## src/hw/rtl/mtf_pkg.sv

```systemverilog
// Shared types, constants and codes for the mutex table with FIFO handoff.
// Used by every module of the block; depends on nothing.
package mtf_pkg;

   // Sizes of the tables.
   localparam int NUM_MUTEX = 32;
   localparam int NUM_TASKS = 64;

   // Fixed field widths of the command and response.
   localparam int CMD_W    = 2;
   localparam int ID_W     = 6;
   localparam int STATUS_W = 2;

   // Index widths that follow from the table sizes.
   localparam int MUTEX_IDX_W = (NUM_MUTEX > 1) ? $clog2(NUM_MUTEX) : 1;
   localparam int TASK_IDX_W  = (NUM_TASKS > 1) ? $clog2(NUM_TASKS) : 1;

   // Free-slot search: groups of eight, one registered result per group.
   localparam int GRP_SIZE  = 8;
   localparam int GRP_IDX_W = 3;
   localparam int NUM_GRP   = (NUM_MUTEX + GRP_SIZE - 1) / GRP_SIZE;

   // Command codes on the request port.
   localparam logic [CMD_W-1:0] CMD_CREATE = 2'd0;
   localparam logic [CMD_W-1:0] CMD_LOCK   = 2'd1;
   localparam logic [CMD_W-1:0] CMD_UNLOCK = 2'd2;

   // Status codes on the response port.
   localparam logic [STATUS_W-1:0] ST_OK        = 2'd0;
   localparam logic [STATUS_W-1:0] ST_NOMEM     = 2'd1;
   localparam logic [STATUS_W-1:0] ST_INVALID   = 2'd2;
   localparam logic [STATUS_W-1:0] ST_NOT_OWNER = 2'd3;

   // Operation class decided by the front end.
   typedef enum logic [1:0] {
      OP_CREATE,
      OP_LOCK,
      OP_UNLOCK,
      OP_INVALID
   } op_type;

   // One classified request as held in the hand-off queue.
   typedef struct packed {
      op_type                  op;
      logic [MUTEX_IDX_W-1:0]  mutex;
      logic [ID_W-1:0]         task_id;
   } entry_type;

   // Head of the hand-off queue as seen by the back end.
   typedef struct packed {
      logic      valid;
      entry_type entry;
   } qhead_type;

   // Response as produced by the back end.
   typedef struct packed {
      logic                valid;
      logic [STATUS_W-1:0] status;
      logic [ID_W-1:0]     handle;
      logic                must_wait;
      logic                woken_valid;
      logic [ID_W-1:0]     woken_task;
   } rsp_type;

   // Back-end sequencer states.
   typedef enum logic {
      BK_READ,
      BK_WRITE
   } back_state_type;

endpackage

```

## src/hw/rtl/mtf_front.sv

```systemverilog
// Front end: accepts requests and classifies them before queueing.
// Depends on mtf_pkg.
module mtf_front (
   input  logic                        start,
   input  logic                        queue_full,
   input  logic [mtf_pkg::CMD_W-1:0]   req_command,
   input  logic [mtf_pkg::ID_W-1:0]    req_mutex_id,
   input  logic [mtf_pkg::ID_W-1:0]    req_task_id,
   output logic                        push,
   output mtf_pkg::entry_type          push_entry
);

   logic ids_ok;

   // A request is taken whenever the queue has room.
   assign push = start && !queue_full;

   // Both ids must lie inside their tables for lock and unlock.
   assign ids_ok = (req_mutex_id < mtf_pkg::ID_W'(mtf_pkg::NUM_MUTEX))
                && ({1'b0, req_task_id} < (mtf_pkg::ID_W + 1)'(mtf_pkg::NUM_TASKS));

   // Sort the request into one of the operation classes.
   always_comb begin
      push_entry.mutex   = req_mutex_id[mtf_pkg::MUTEX_IDX_W-1:0];
      push_entry.task_id = req_task_id;
      case (req_command)
         mtf_pkg::CMD_CREATE: push_entry.op = mtf_pkg::OP_CREATE;
         mtf_pkg::CMD_LOCK:   push_entry.op = ids_ok ? mtf_pkg::OP_LOCK : mtf_pkg::OP_INVALID;
         mtf_pkg::CMD_UNLOCK: push_entry.op = ids_ok ? mtf_pkg::OP_UNLOCK : mtf_pkg::OP_INVALID;
         default:             push_entry.op = mtf_pkg::OP_INVALID;
      endcase
   end

endmodule

```

## src/hw/rtl/mtf_queue.sv

```systemverilog
// Two-entry hand-off queue between the front end and the back end.
// Depends on mtf_pkg.
module mtf_queue (
   input  logic               clock,
   input  logic               reset,
   input  logic               push,
   input  mtf_pkg::entry_type push_entry,
   input  logic               pop,
   output mtf_pkg::qhead_type head,
   output logic               full
);

   mtf_pkg::entry_type slot_ff [2];
   logic               wr_ptr_ff, wr_ptr_in;
   logic               rd_ptr_ff, rd_ptr_in;
   logic [1:0]         count_ff, count_in;

   // Pointer and fill count updates.
   always_comb begin
      wr_ptr_in = push ? ~wr_ptr_ff : wr_ptr_ff;
      rd_ptr_in = pop ? ~rd_ptr_ff : rd_ptr_ff;
      count_in  = count_ff;
      if (push && !pop) begin
         count_in = count_ff + 2'd1;
      end else if (pop && !push) begin
         count_in = count_ff - 2'd1;
      end
   end

   always_ff @(posedge clock) begin
      if (reset) begin
         wr_ptr_ff <= 1'b0;
         rd_ptr_ff <= 1'b0;
         count_ff  <= 2'd0;
      end else begin
         wr_ptr_ff <= wr_ptr_in;
         rd_ptr_ff <= rd_ptr_in;
         count_ff  <= count_in;
      end
   end

   // Entry storage needs no reset.
   always_ff @(posedge clock) begin
      if (push) begin
         slot_ff[wr_ptr_ff] <= push_entry;
      end
   end

   assign full       = (count_ff == 2'd2);
   assign head.valid = (count_ff != 2'd0);
   assign head.entry = slot_ff[rd_ptr_ff];

endmodule

```

## src/hw/rtl/mtf_back.sv

```systemverilog
// Back end: mutex tables, wait-queue links and the two-step update sequencer.
// Depends on mtf_pkg; fed by mtf_queue.
module mtf_back (
   input  logic               clock,
   input  logic               reset,
   input  mtf_pkg::qhead_type head,
   output logic               pop,
   output mtf_pkg::rsp_type   rsp
);

   mtf_pkg::back_state_type state_ff, state_in;
   logic exec;

   // Per-mutex flags.
   logic [mtf_pkg::NUM_MUTEX-1:0] alloc_ff, alloc_in;
   logic [mtf_pkg::NUM_MUTEX-1:0] held_ff, held_in;
   logic [mtf_pkg::NUM_MUTEX-1:0] qne_ff, qne_in;

   // Per-mutex holder and queue ends; per-task link memory.
   logic [mtf_pkg::ID_W-1:0] holder_ff [mtf_pkg::NUM_MUTEX];
   logic [mtf_pkg::ID_W-1:0] head_ff   [mtf_pkg::NUM_MUTEX];
   logic [mtf_pkg::ID_W-1:0] tail_ff   [mtf_pkg::NUM_MUTEX];
   logic [mtf_pkg::ID_W-1:0] link_mem  [mtf_pkg::NUM_TASKS];
   logic [mtf_pkg::ID_W-1:0] link_rd_ff;

   // Registered level of the free-slot search.
   logic [mtf_pkg::NUM_GRP-1:0]   grp_found_ff, grp_found_in;
   logic [mtf_pkg::GRP_IDX_W-1:0] grp_idx_ff [mtf_pkg::NUM_GRP];
   logic [mtf_pkg::GRP_IDX_W-1:0] grp_idx_in [mtf_pkg::NUM_GRP];

   // Write controls produced by the update step.
   logic                               holder_we, head_we, tail_we, link_we;
   logic [mtf_pkg::ID_W-1:0]           holder_wd, head_wd;
   logic [mtf_pkg::TASK_IDX_W-1:0]     link_addr;
   logic                               free_found;
   logic [mtf_pkg::ID_W-1:0]           free_sel;
   logic [mtf_pkg::MUTEX_IDX_W-1:0]    m;
   logic [mtf_pkg::ID_W-1:0]           t;
   mtf_pkg::rsp_type                   rsp_ff, rsp_in;

   assign m = head.entry.mutex;
   assign t = head.entry.task_id;

   // Sequencer next state: a read step, then an update step.
   always_comb begin
      case (state_ff)
         mtf_pkg::BK_READ:  state_in = head.valid ? mtf_pkg::BK_WRITE : mtf_pkg::BK_READ;
         mtf_pkg::BK_WRITE: state_in = mtf_pkg::BK_READ;
         default:           state_in = mtf_pkg::BK_READ;
      endcase
   end

   // Sequencer outputs.
   always_comb begin
      case (state_ff)
         mtf_pkg::BK_WRITE: exec = 1'b1;
         default:           exec = 1'b0;
      endcase
   end

   assign pop = exec;

   // First level of the lowest-free search, one result per group of eight.
   always_comb begin
      logic [mtf_pkg::NUM_GRP*mtf_pkg::GRP_SIZE-1:0] free_pad;
      free_pad = '0;
      free_pad[mtf_pkg::NUM_MUTEX-1:0] = ~alloc_ff;
      for (int g = 0; g < mtf_pkg::NUM_GRP; g++) begin
         grp_found_in[g] = 1'b0;
         grp_idx_in[g]   = '0;
         for (int b = mtf_pkg::GRP_SIZE - 1; b >= 0; b--) begin
            if (free_pad[g*mtf_pkg::GRP_SIZE + b]) begin
               grp_found_in[g] = 1'b1;
               grp_idx_in[g]   = mtf_pkg::GRP_IDX_W'(b);
            end
         end
      end
   end

   // Second level: the lowest group that has a free slot.
   always_comb begin
      free_found = 1'b0;
      free_sel   = '0;
      for (int g = mtf_pkg::NUM_GRP - 1; g >= 0; g--) begin
         if (grp_found_ff[g]) begin
            free_found = 1'b1;
            free_sel   = mtf_pkg::ID_W'(g * mtf_pkg::GRP_SIZE)
                       | mtf_pkg::ID_W'(grp_idx_ff[g]);
         end
      end
   end

   // Update step: carry out the request against the tables.
   always_comb begin
      alloc_in  = alloc_ff;
      held_in   = held_ff;
      qne_in    = qne_ff;
      holder_we = 1'b0;
      holder_wd = t;
      head_we   = 1'b0;
      head_wd   = t;
      tail_we   = 1'b0;
      link_we   = 1'b0;
      link_addr = tail_ff[m][mtf_pkg::TASK_IDX_W-1:0];
      rsp_in             = '0;
      rsp_in.valid       = exec;
      rsp_in.status      = mtf_pkg::ST_OK;
      if (exec) begin
         case (head.entry.op)
            mtf_pkg::OP_CREATE: begin
               if (free_found) begin
                  alloc_in[free_sel[mtf_pkg::MUTEX_IDX_W-1:0]] = 1'b1;
                  rsp_in.handle = free_sel;
               end else begin
                  rsp_in.status = mtf_pkg::ST_NOMEM;
               end
            end
            mtf_pkg::OP_LOCK: begin
               if (!alloc_ff[m]) begin
                  rsp_in.status = mtf_pkg::ST_INVALID;
               end else if (held_ff[m]) begin
                  // Busy: append the caller to the wait queue.
                  rsp_in.must_wait = 1'b1;
                  tail_we          = 1'b1;
                  if (qne_ff[m]) begin
                     link_we = 1'b1;
                  end else begin
                     head_we   = 1'b1;
                     qne_in[m] = 1'b1;
                  end
               end else begin
                  held_in[m] = 1'b1;
                  holder_we  = 1'b1;
               end
            end
            mtf_pkg::OP_UNLOCK: begin
               if (!alloc_ff[m]) begin
                  rsp_in.status = mtf_pkg::ST_INVALID;
               end else if (!held_ff[m] || holder_ff[m] != t) begin
                  rsp_in.status = mtf_pkg::ST_NOT_OWNER;
               end else if (qne_ff[m]) begin
                  // Hand the mutex straight to the head waiter.
                  holder_we          = 1'b1;
                  holder_wd          = head_ff[m];
                  rsp_in.woken_valid = 1'b1;
                  rsp_in.woken_task  = head_ff[m];
                  if (head_ff[m] == tail_ff[m]) begin
                     qne_in[m] = 1'b0;
                  end else begin
                     head_we = 1'b1;
                     head_wd = link_rd_ff;
                  end
               end else begin
                  held_in[m] = 1'b0;
                  holder_we  = 1'b1;
                  holder_wd  = '0;
               end
            end
            default: begin
               rsp_in.status = mtf_pkg::ST_INVALID;
            end
         endcase
      end
   end

   // Control state and tables with a defined reset.
   always_ff @(posedge clock) begin
      if (reset) begin
         state_ff     <= mtf_pkg::BK_READ;
         alloc_ff     <= '0;
         held_ff      <= '0;
         qne_ff       <= '0;
         rsp_ff.valid <= 1'b0;
         for (int i = 0; i < mtf_pkg::NUM_MUTEX; i++) begin
            holder_ff[i] <= '0;
         end
      end else begin
         state_ff <= state_in;
         alloc_ff <= alloc_in;
         held_ff  <= held_in;
         qne_ff   <= qne_in;
         rsp_ff   <= rsp_in;
         if (holder_we) begin
            holder_ff[m] <= holder_wd;
         end
      end
   end

   // Queue ends and search results are defined before they are read.
   always_ff @(posedge clock) begin
      grp_found_ff <= grp_found_in;
      for (int g = 0; g < mtf_pkg::NUM_GRP; g++) begin
         grp_idx_ff[g] <= grp_idx_in[g];
      end
      if (head_we) begin
         head_ff[m] <= head_wd;
      end
      if (tail_we) begin
         tail_ff[m] <= t;
      end
   end

   // Link memory: one write port, one registered read port at the queue head.
   always_ff @(posedge clock) begin
      if (link_we) begin
         link_mem[link_addr] <= t;
      end
      link_rd_ff <= link_mem[head_ff[m][mtf_pkg::TASK_IDX_W-1:0]];
   end

   assign rsp = rsp_ff;

endmodule

```

## src/hw/rtl/mutex_table_fifo_handoff.sv

```systemverilog
// Top level of the mutex table with FIFO wait queues and direct handoff.
// Depends on mtf_pkg, mtf_front, mtf_queue and mtf_back.
//
//   Channel   Handshake                 Payload
//   request   start in, busy out        req_command, req_mutex_id, req_task_id
//   response  rsp_valid out (strobe)    rsp_status, rsp_handle, rsp_must_wait,
//                                       rsp_woken_valid, rsp_woken_task
//
// Each request holds the back end for a read step for the link memory and
// the free-slot search, then an update step; the strobe comes from a register
// loaded by the update step. A two-entry queue lets the front take requests
// while the back end works; busy is high in reset and whenever that queue is
// full. Synchronous reset clears all mutexes at once. Responses cannot be
// stalled and are shown for exactly one cycle.
module mutex_table_fifo_handoff (
   input  logic                          clock,
   input  logic                          reset,
   input  logic                          start,
   output logic                          busy,
   input  logic [mtf_pkg::CMD_W-1:0]     req_command,
   input  logic [mtf_pkg::ID_W-1:0]      req_mutex_id,
   input  logic [mtf_pkg::ID_W-1:0]      req_task_id,
   output logic                          rsp_valid,
   output logic [mtf_pkg::STATUS_W-1:0]  rsp_status,
   output logic [mtf_pkg::ID_W-1:0]      rsp_handle,
   output logic                          rsp_must_wait,
   output logic                          rsp_woken_valid,
   output logic [mtf_pkg::ID_W-1:0]      rsp_woken_task
);

   logic               push;
   logic               pop;
   logic               queue_full;
   mtf_pkg::entry_type push_entry;
   mtf_pkg::qhead_type qhead;
   mtf_pkg::rsp_type   rsp;

   // Request classification.
   mtf_front u_front (
      .start        (start),
      .queue_full   (queue_full),
      .req_command  (req_command),
      .req_mutex_id (req_mutex_id),
      .req_task_id  (req_task_id),
      .push         (push),
      .push_entry   (push_entry)
   );

   // Hand-off queue.
   mtf_queue u_queue (
      .clock      (clock),
      .reset      (reset),
      .push       (push),
      .push_entry (push_entry),
      .pop        (pop),
      .head       (qhead),
      .full       (queue_full)
   );

   // Table update engine.
   mtf_back u_back (
      .clock (clock),
      .reset (reset),
      .head  (qhead),
      .pop   (pop),
      .rsp   (rsp)
   );

   assign busy            = queue_full || reset;
   assign rsp_valid       = rsp.valid;
   assign rsp_status      = rsp.status;
   assign rsp_handle      = rsp.handle;
   assign rsp_must_wait   = rsp.must_wait;
   assign rsp_woken_valid = rsp.woken_valid;
   assign rsp_woken_task  = rsp.woken_task;

endmodule

```

## config.mk

```make
export PLATFORM = sky130hd
export DESIGN_NAME = mutex_table_fifo_handoff
export DESIGN_NICKNAME = d
export VERILOG_FILES = /design/src/hw/rtl/mtf_pkg.sv /design/src/hw/rtl/mtf_front.sv /design/src/hw/rtl/mtf_queue.sv /design/src/hw/rtl/mtf_back.sv /design/src/hw/rtl/mutex_table_fifo_handoff.sv
export SDC_FILE = /design/constraint.sdc
export NUM_CORES = 2
export LEC_CHECK = 0
export ABC_AREA = 1
export BUFFER_PORTS_ARGS = -buffer_cell sky130_fd_sc_hd__clkbuf_2
export CORE_UTILIZATION = 45
export DETAILED_ROUTE_END_ITERATION = 16
export PLACE_DENSITY = 0.6
export RECOVER_POWER = 25
export SLEW_MARGIN = 10
export SYNTH_ARGS = -nofsm -noshare
export SYNTH_HDL_FRONTEND = slang
export SYNTH_HIERARCHICAL = 1
export SYNTH_SLANG_ARGS = --single-unit
```

## constraint.sdc

```tcl
create_clock -name clock -period 4.15 [get_ports clock]
set_clock_uncertainty 0.2 [all_clocks]
set_input_delay 0.83 -clock clock [delete_from_list [all_inputs] [get_ports clock]]
set_output_delay 0.83 -clock clock [all_outputs]
set_load 0.03 [all_outputs]
```

==> flow_summary.ini <==
[status]
run_status = finished with violations
violations = max-capacitance violations, max-slew violations

[floorplanning]
core-area_um2 = 106000
placement_rows = 119
die_width_um = 330
dieArea_um2 = 109000
initial_utilization_pct = 45.7
io_pins = 35
die_y_um = 330

[cells_and_area]
layout.cells.most_common_list = 1611 x sky130_fd_sc_hd__nand2_1, 1001 x sky130_fd_sc_hd__edfxtp_1, 571 x sky130_fd_sc_hd__nor2_1, 337 x sky130_fd_sc_hd__inv_1, 283 x sky130_fd_sc_hd__buf_4
nFillCells = 9293
final_layout_size_suffix_gt1_share_pct = 12.3
num-nets-final = 5079
syn2layout_area_growth_pct = 17.6
insertedDiodeCount = 0
postLayoutCellArea_um2 = 56900
multi_input_gate_area_um2 = 13600
mostFrequentLayoutCell = sky130_fd_sc_hd__nand2_1
ff_latch_area_um2 = 32600

[power_and_ir_drop]
vdd_ir_drop_max_mv = 0.603
internal_portion_of_total_power_uw = 24000
pwr-share-clk_pct = 27.1
static-leakage-power_uw = 0.0218
p_seq_share_pct = 34.4
combinationalPowerShare_pct = 38.5
power.switching_uw = 15200
total_power_uw = 39200
netSwitchingFraction_pct = 38.9
cellPowerDensity_nw_per_um2 = 689

[critical_path]
worst-setup-path-type = flop to flop
endpoint_kind = flop
max_stage_delay_ns = 0.40
cp_top_family = simple AND/OR/NAND/NOR gates
timing.critical_path.buf_inv = 7
worst_path_most_repeated_cell = sky130_fd_sc_hd__nand2_1
highest_delay_cell_along_the_critical_path = sky130_fd_sc_hd__mux2_4
path_max_fanout = 22
worst_ep_arrival_time_ns = 4.42
worstSetupStartpointType = flop
endpoint_required_time_on_the_critical_path_ns = 4.50
worstPathCellList = mux2_4, nand2_4, inv_6, buf_16, nand2_1, nand2_1, o21ai_1, nand4_1, nor2_4, nand2_1, nand2_1, nand2_1, nor2_1, buf_4, nand2_1, buf_4, nand3_1, buf_12, nor2_1, a21oi_2, buf_4, buf_12

[synthesis]
synth.distinct_cells = 36
post_synth.cell_area_avg_um2 = 10.1
synth_top_area_share_pct = 62.1
ys_seq_elements = 1126
synth.yosys.seq_area_share_pct = 67.2
synthesis.instances = 4806
yosysTopAreaCell = sky130_fd_sc_hd__edfxtp_1
mappedNetlistNets = 4828
post_synth_instance_area_um2 = 48400
synth_warnings = 6
ys_top_cells_by_area = sky130_fd_sc_hd__edfxtp_1 62%, sky130_fd_sc_hd__nand2_1 13%, sky130_fd_sc_hd__dfxtp_1 5.2%, sky130_fd_sc_hd__nor2_1 4.6%, sky130_fd_sc_hd__nand3_1 2.8%

[global_route]
largest_net_degree_at_the_start_of_global_routing = 114
first_global_vias = 34000
initial_antenna_violation_count = 3
aggregate_global_routing_overflow = 0
groute.usage.overall_pct = 25.2
grt_pass1_wl_um = 207000

[routing]
antenna_left = 0
dr.first_iter.drc_count = 3819
wirelength_um = 140000
routed-via-count = 35500
detail_route.first_pass.iterations = 6
drc = 0
detail_routed_net_length_per_standard_cell_um = 21.3
routed_via_density = 5.43

[timing]
hold_viol = 0
period_needed_ns = 4.06
worst_slew_pin_slew_ns = 2.07
max_slew_margin_pct = -38.0
rsz0062_at_grt = yes
report.final.setup_viol = 0
fmax_mhz = 246
period_share_pct = 97.9
max_slew_violation_count = 288

[cts]
cts_root_buf = sky130_fd_sc_hd__clkbuf_16
max-clock-path-buffers = 3
clock-sinks = 1126
worstSkewPairLatency_ns = 0.73
cts_tree = built
max_h_tree_level = 3
worst_setup_hold_path_clk_slew_ns = 0.06
cts_inserted_buffers = 117

[placed_design]
gpl.final_weighted_congestion = 0.881
numPortBuffers = 33
placedInstanceArea_um2 = 52500
post-dp-hpwl_um = 87400

[worst_hold_path]
min-delay-path-class = input port to flop

[job]
max_cap_viol_count = 6
metal layers:
layer	track usage, %	share of wire [%]	vias up
met1	35.1	42	17100
met4	9.53	3.5	4
met3	3.99	8.0	264
met2	39.8	46	1453
li1	-	-	16600
met5	0	0.016	-
through the flow:
stage	util (%)	worst slack [ns]	hold slack, ns	TNS, ns	std cells
2_1_floorplan	-	-0.0490	0.234	-6.27	4806
3_3_place_gp	49.5	0.0611	0.265	0	6299
3_5_place_dp	49.5	0.00378	0.271	0	6299
4_1_cts	53.3	0.0278	0.0622	0	6518
5_1_grt	53.7	-0.0638	0.0714	-1.83	6545
6_report	53.7	0.0868	0.0961	0	6545
cells by family after synthesis:
| logic type | count (synthesis) | synth area share [%] |
|---|---|---|
| xor+xnor | 2 | 0.0362 |
| other cells | 1 | 0.00774 |
| flops | 1126 | 67.2 |
| simple gates | 2662 | 22.2 |
| fa+ha+maj | 5 | 0.129 |
| compound gates | 374 | 4.82 |
| buf+inv | 623 | 5.22 |
| mux | 13 | 0.380 |
worst reg2reg max path: stages, from the launching register on:
cell and delay (ns):
sky130_fd_sc_hd__dfxtp_4 0.37, sky130_fd_sc_hd__mux2_4 0.40, sky130_fd_sc_hd__nand2_4 0.14, sky130_fd_sc_hd__inv_6 0.12, sky130_fd_sc_hd__buf_16 0.20, sky130_fd_sc_hd__nand2_1 0.08, sky130_fd_sc_hd__nand2_1 0.05, sky130_fd_sc_hd__o21ai_1 0.32
sky130_fd_sc_hd__nand4_1 0.24, sky130_fd_sc_hd__nor2_4 0.21, sky130_fd_sc_hd__nand2_1 0.07, sky130_fd_sc_hd__nand2_1 0.06, sky130_fd_sc_hd__nand2_1 0.04, sky130_fd_sc_hd__nor2_1 0.11, sky130_fd_sc_hd__buf_4 0.15, sky130_fd_sc_hd__nand2_1 0.07
sky130_fd_sc_hd__buf_4 0.13, sky130_fd_sc_hd__nand3_1 0.13, sky130_fd_sc_hd__buf_12 0.15, sky130_fd_sc_hd__nor2_1 0.05, sky130_fd_sc_hd__a21oi_2 0.24, sky130_fd_sc_hd__buf_4 0.18, sky130_fd_sc_hd__buf_12 0.15
registers in the layout, summed over array words and instances, names as in the netlist, 4 cells and up, named ones only:
signal,flops
u_back/alloc_ff,32
u_back/head_ff,192
u_back/grp_found_ff,4
u_back/grp_idx_ff,12
u_back/rsp,16
u_back/link_rd_ff,6
u_back/link_mem,384
u_back/tail_ff,192
u_queue/slot_ff,26
u_back/holder_ff,192
power by group through the flow:
stage                     clock [uW]  combinational [uW]  sequential, uW
after CTS                      10800               14400           13400
after detailed placement           0               14300           13700
after global placement             0               14300           13700
final                          10600               15100           13500
after floorplan                    0                8240           13600
after global routing           11200               16300           13500
area by class of cell:
cell class              count  share of cell area [%]
flip-flops and latches   1126                    57.2
well taps                1391                    3.06
inverters                 356                    2.39
clock inverters            66                    1.39
repair buffers            399                    6.64
multi-input cells        3057                    23.8
clock buffers             150                    5.47
cells in the mapped netlist (all sizes together):
master  instances
nand2        1629
edfxtp       1001
nand3         273
a22oi           4
a311oi          3
and2            2
a221o           3
mux2           13
ha              5
or2             1
nor4            4
a31oi           2
xnor2           2
and3            1
nor3           24
a21oi          83
o211ai        153
a211oi          1
inv           356
buf           138
conb            1
o21ai          93
o22ai          32
nor2          604
dfxtp         125
clkbuf        129
nand4         124
worst paths after layout:
path | start | endpoint | slack, ns | depth (start not counted)
min reg2reg | u_back/alloc_ff[24] | u_back/grp_idx_ff[3][0] | 0.27 | 2
max | flop | u_back/head_ff[8][3] | 0.09 | 22
min | req_task_id[1] | u_queue/slot_ff[0][1] | 0.1 | 1
max reg2reg | flop | u_back/head_ff[8][3] | 0.09 | 22
what timing repair did:
item | in CTS | in global routing
cloned | 1 | 9
pin swaps | 1 | 6
endpoints found under the setup margin | 95 | 796
buffers inserted | 2 | 18
endpoints found under the hold margin | 0 | 0
gates resized for setup | 7 | 61
hold buffers | 0 | 0
(Power assumes the default switching activity.)
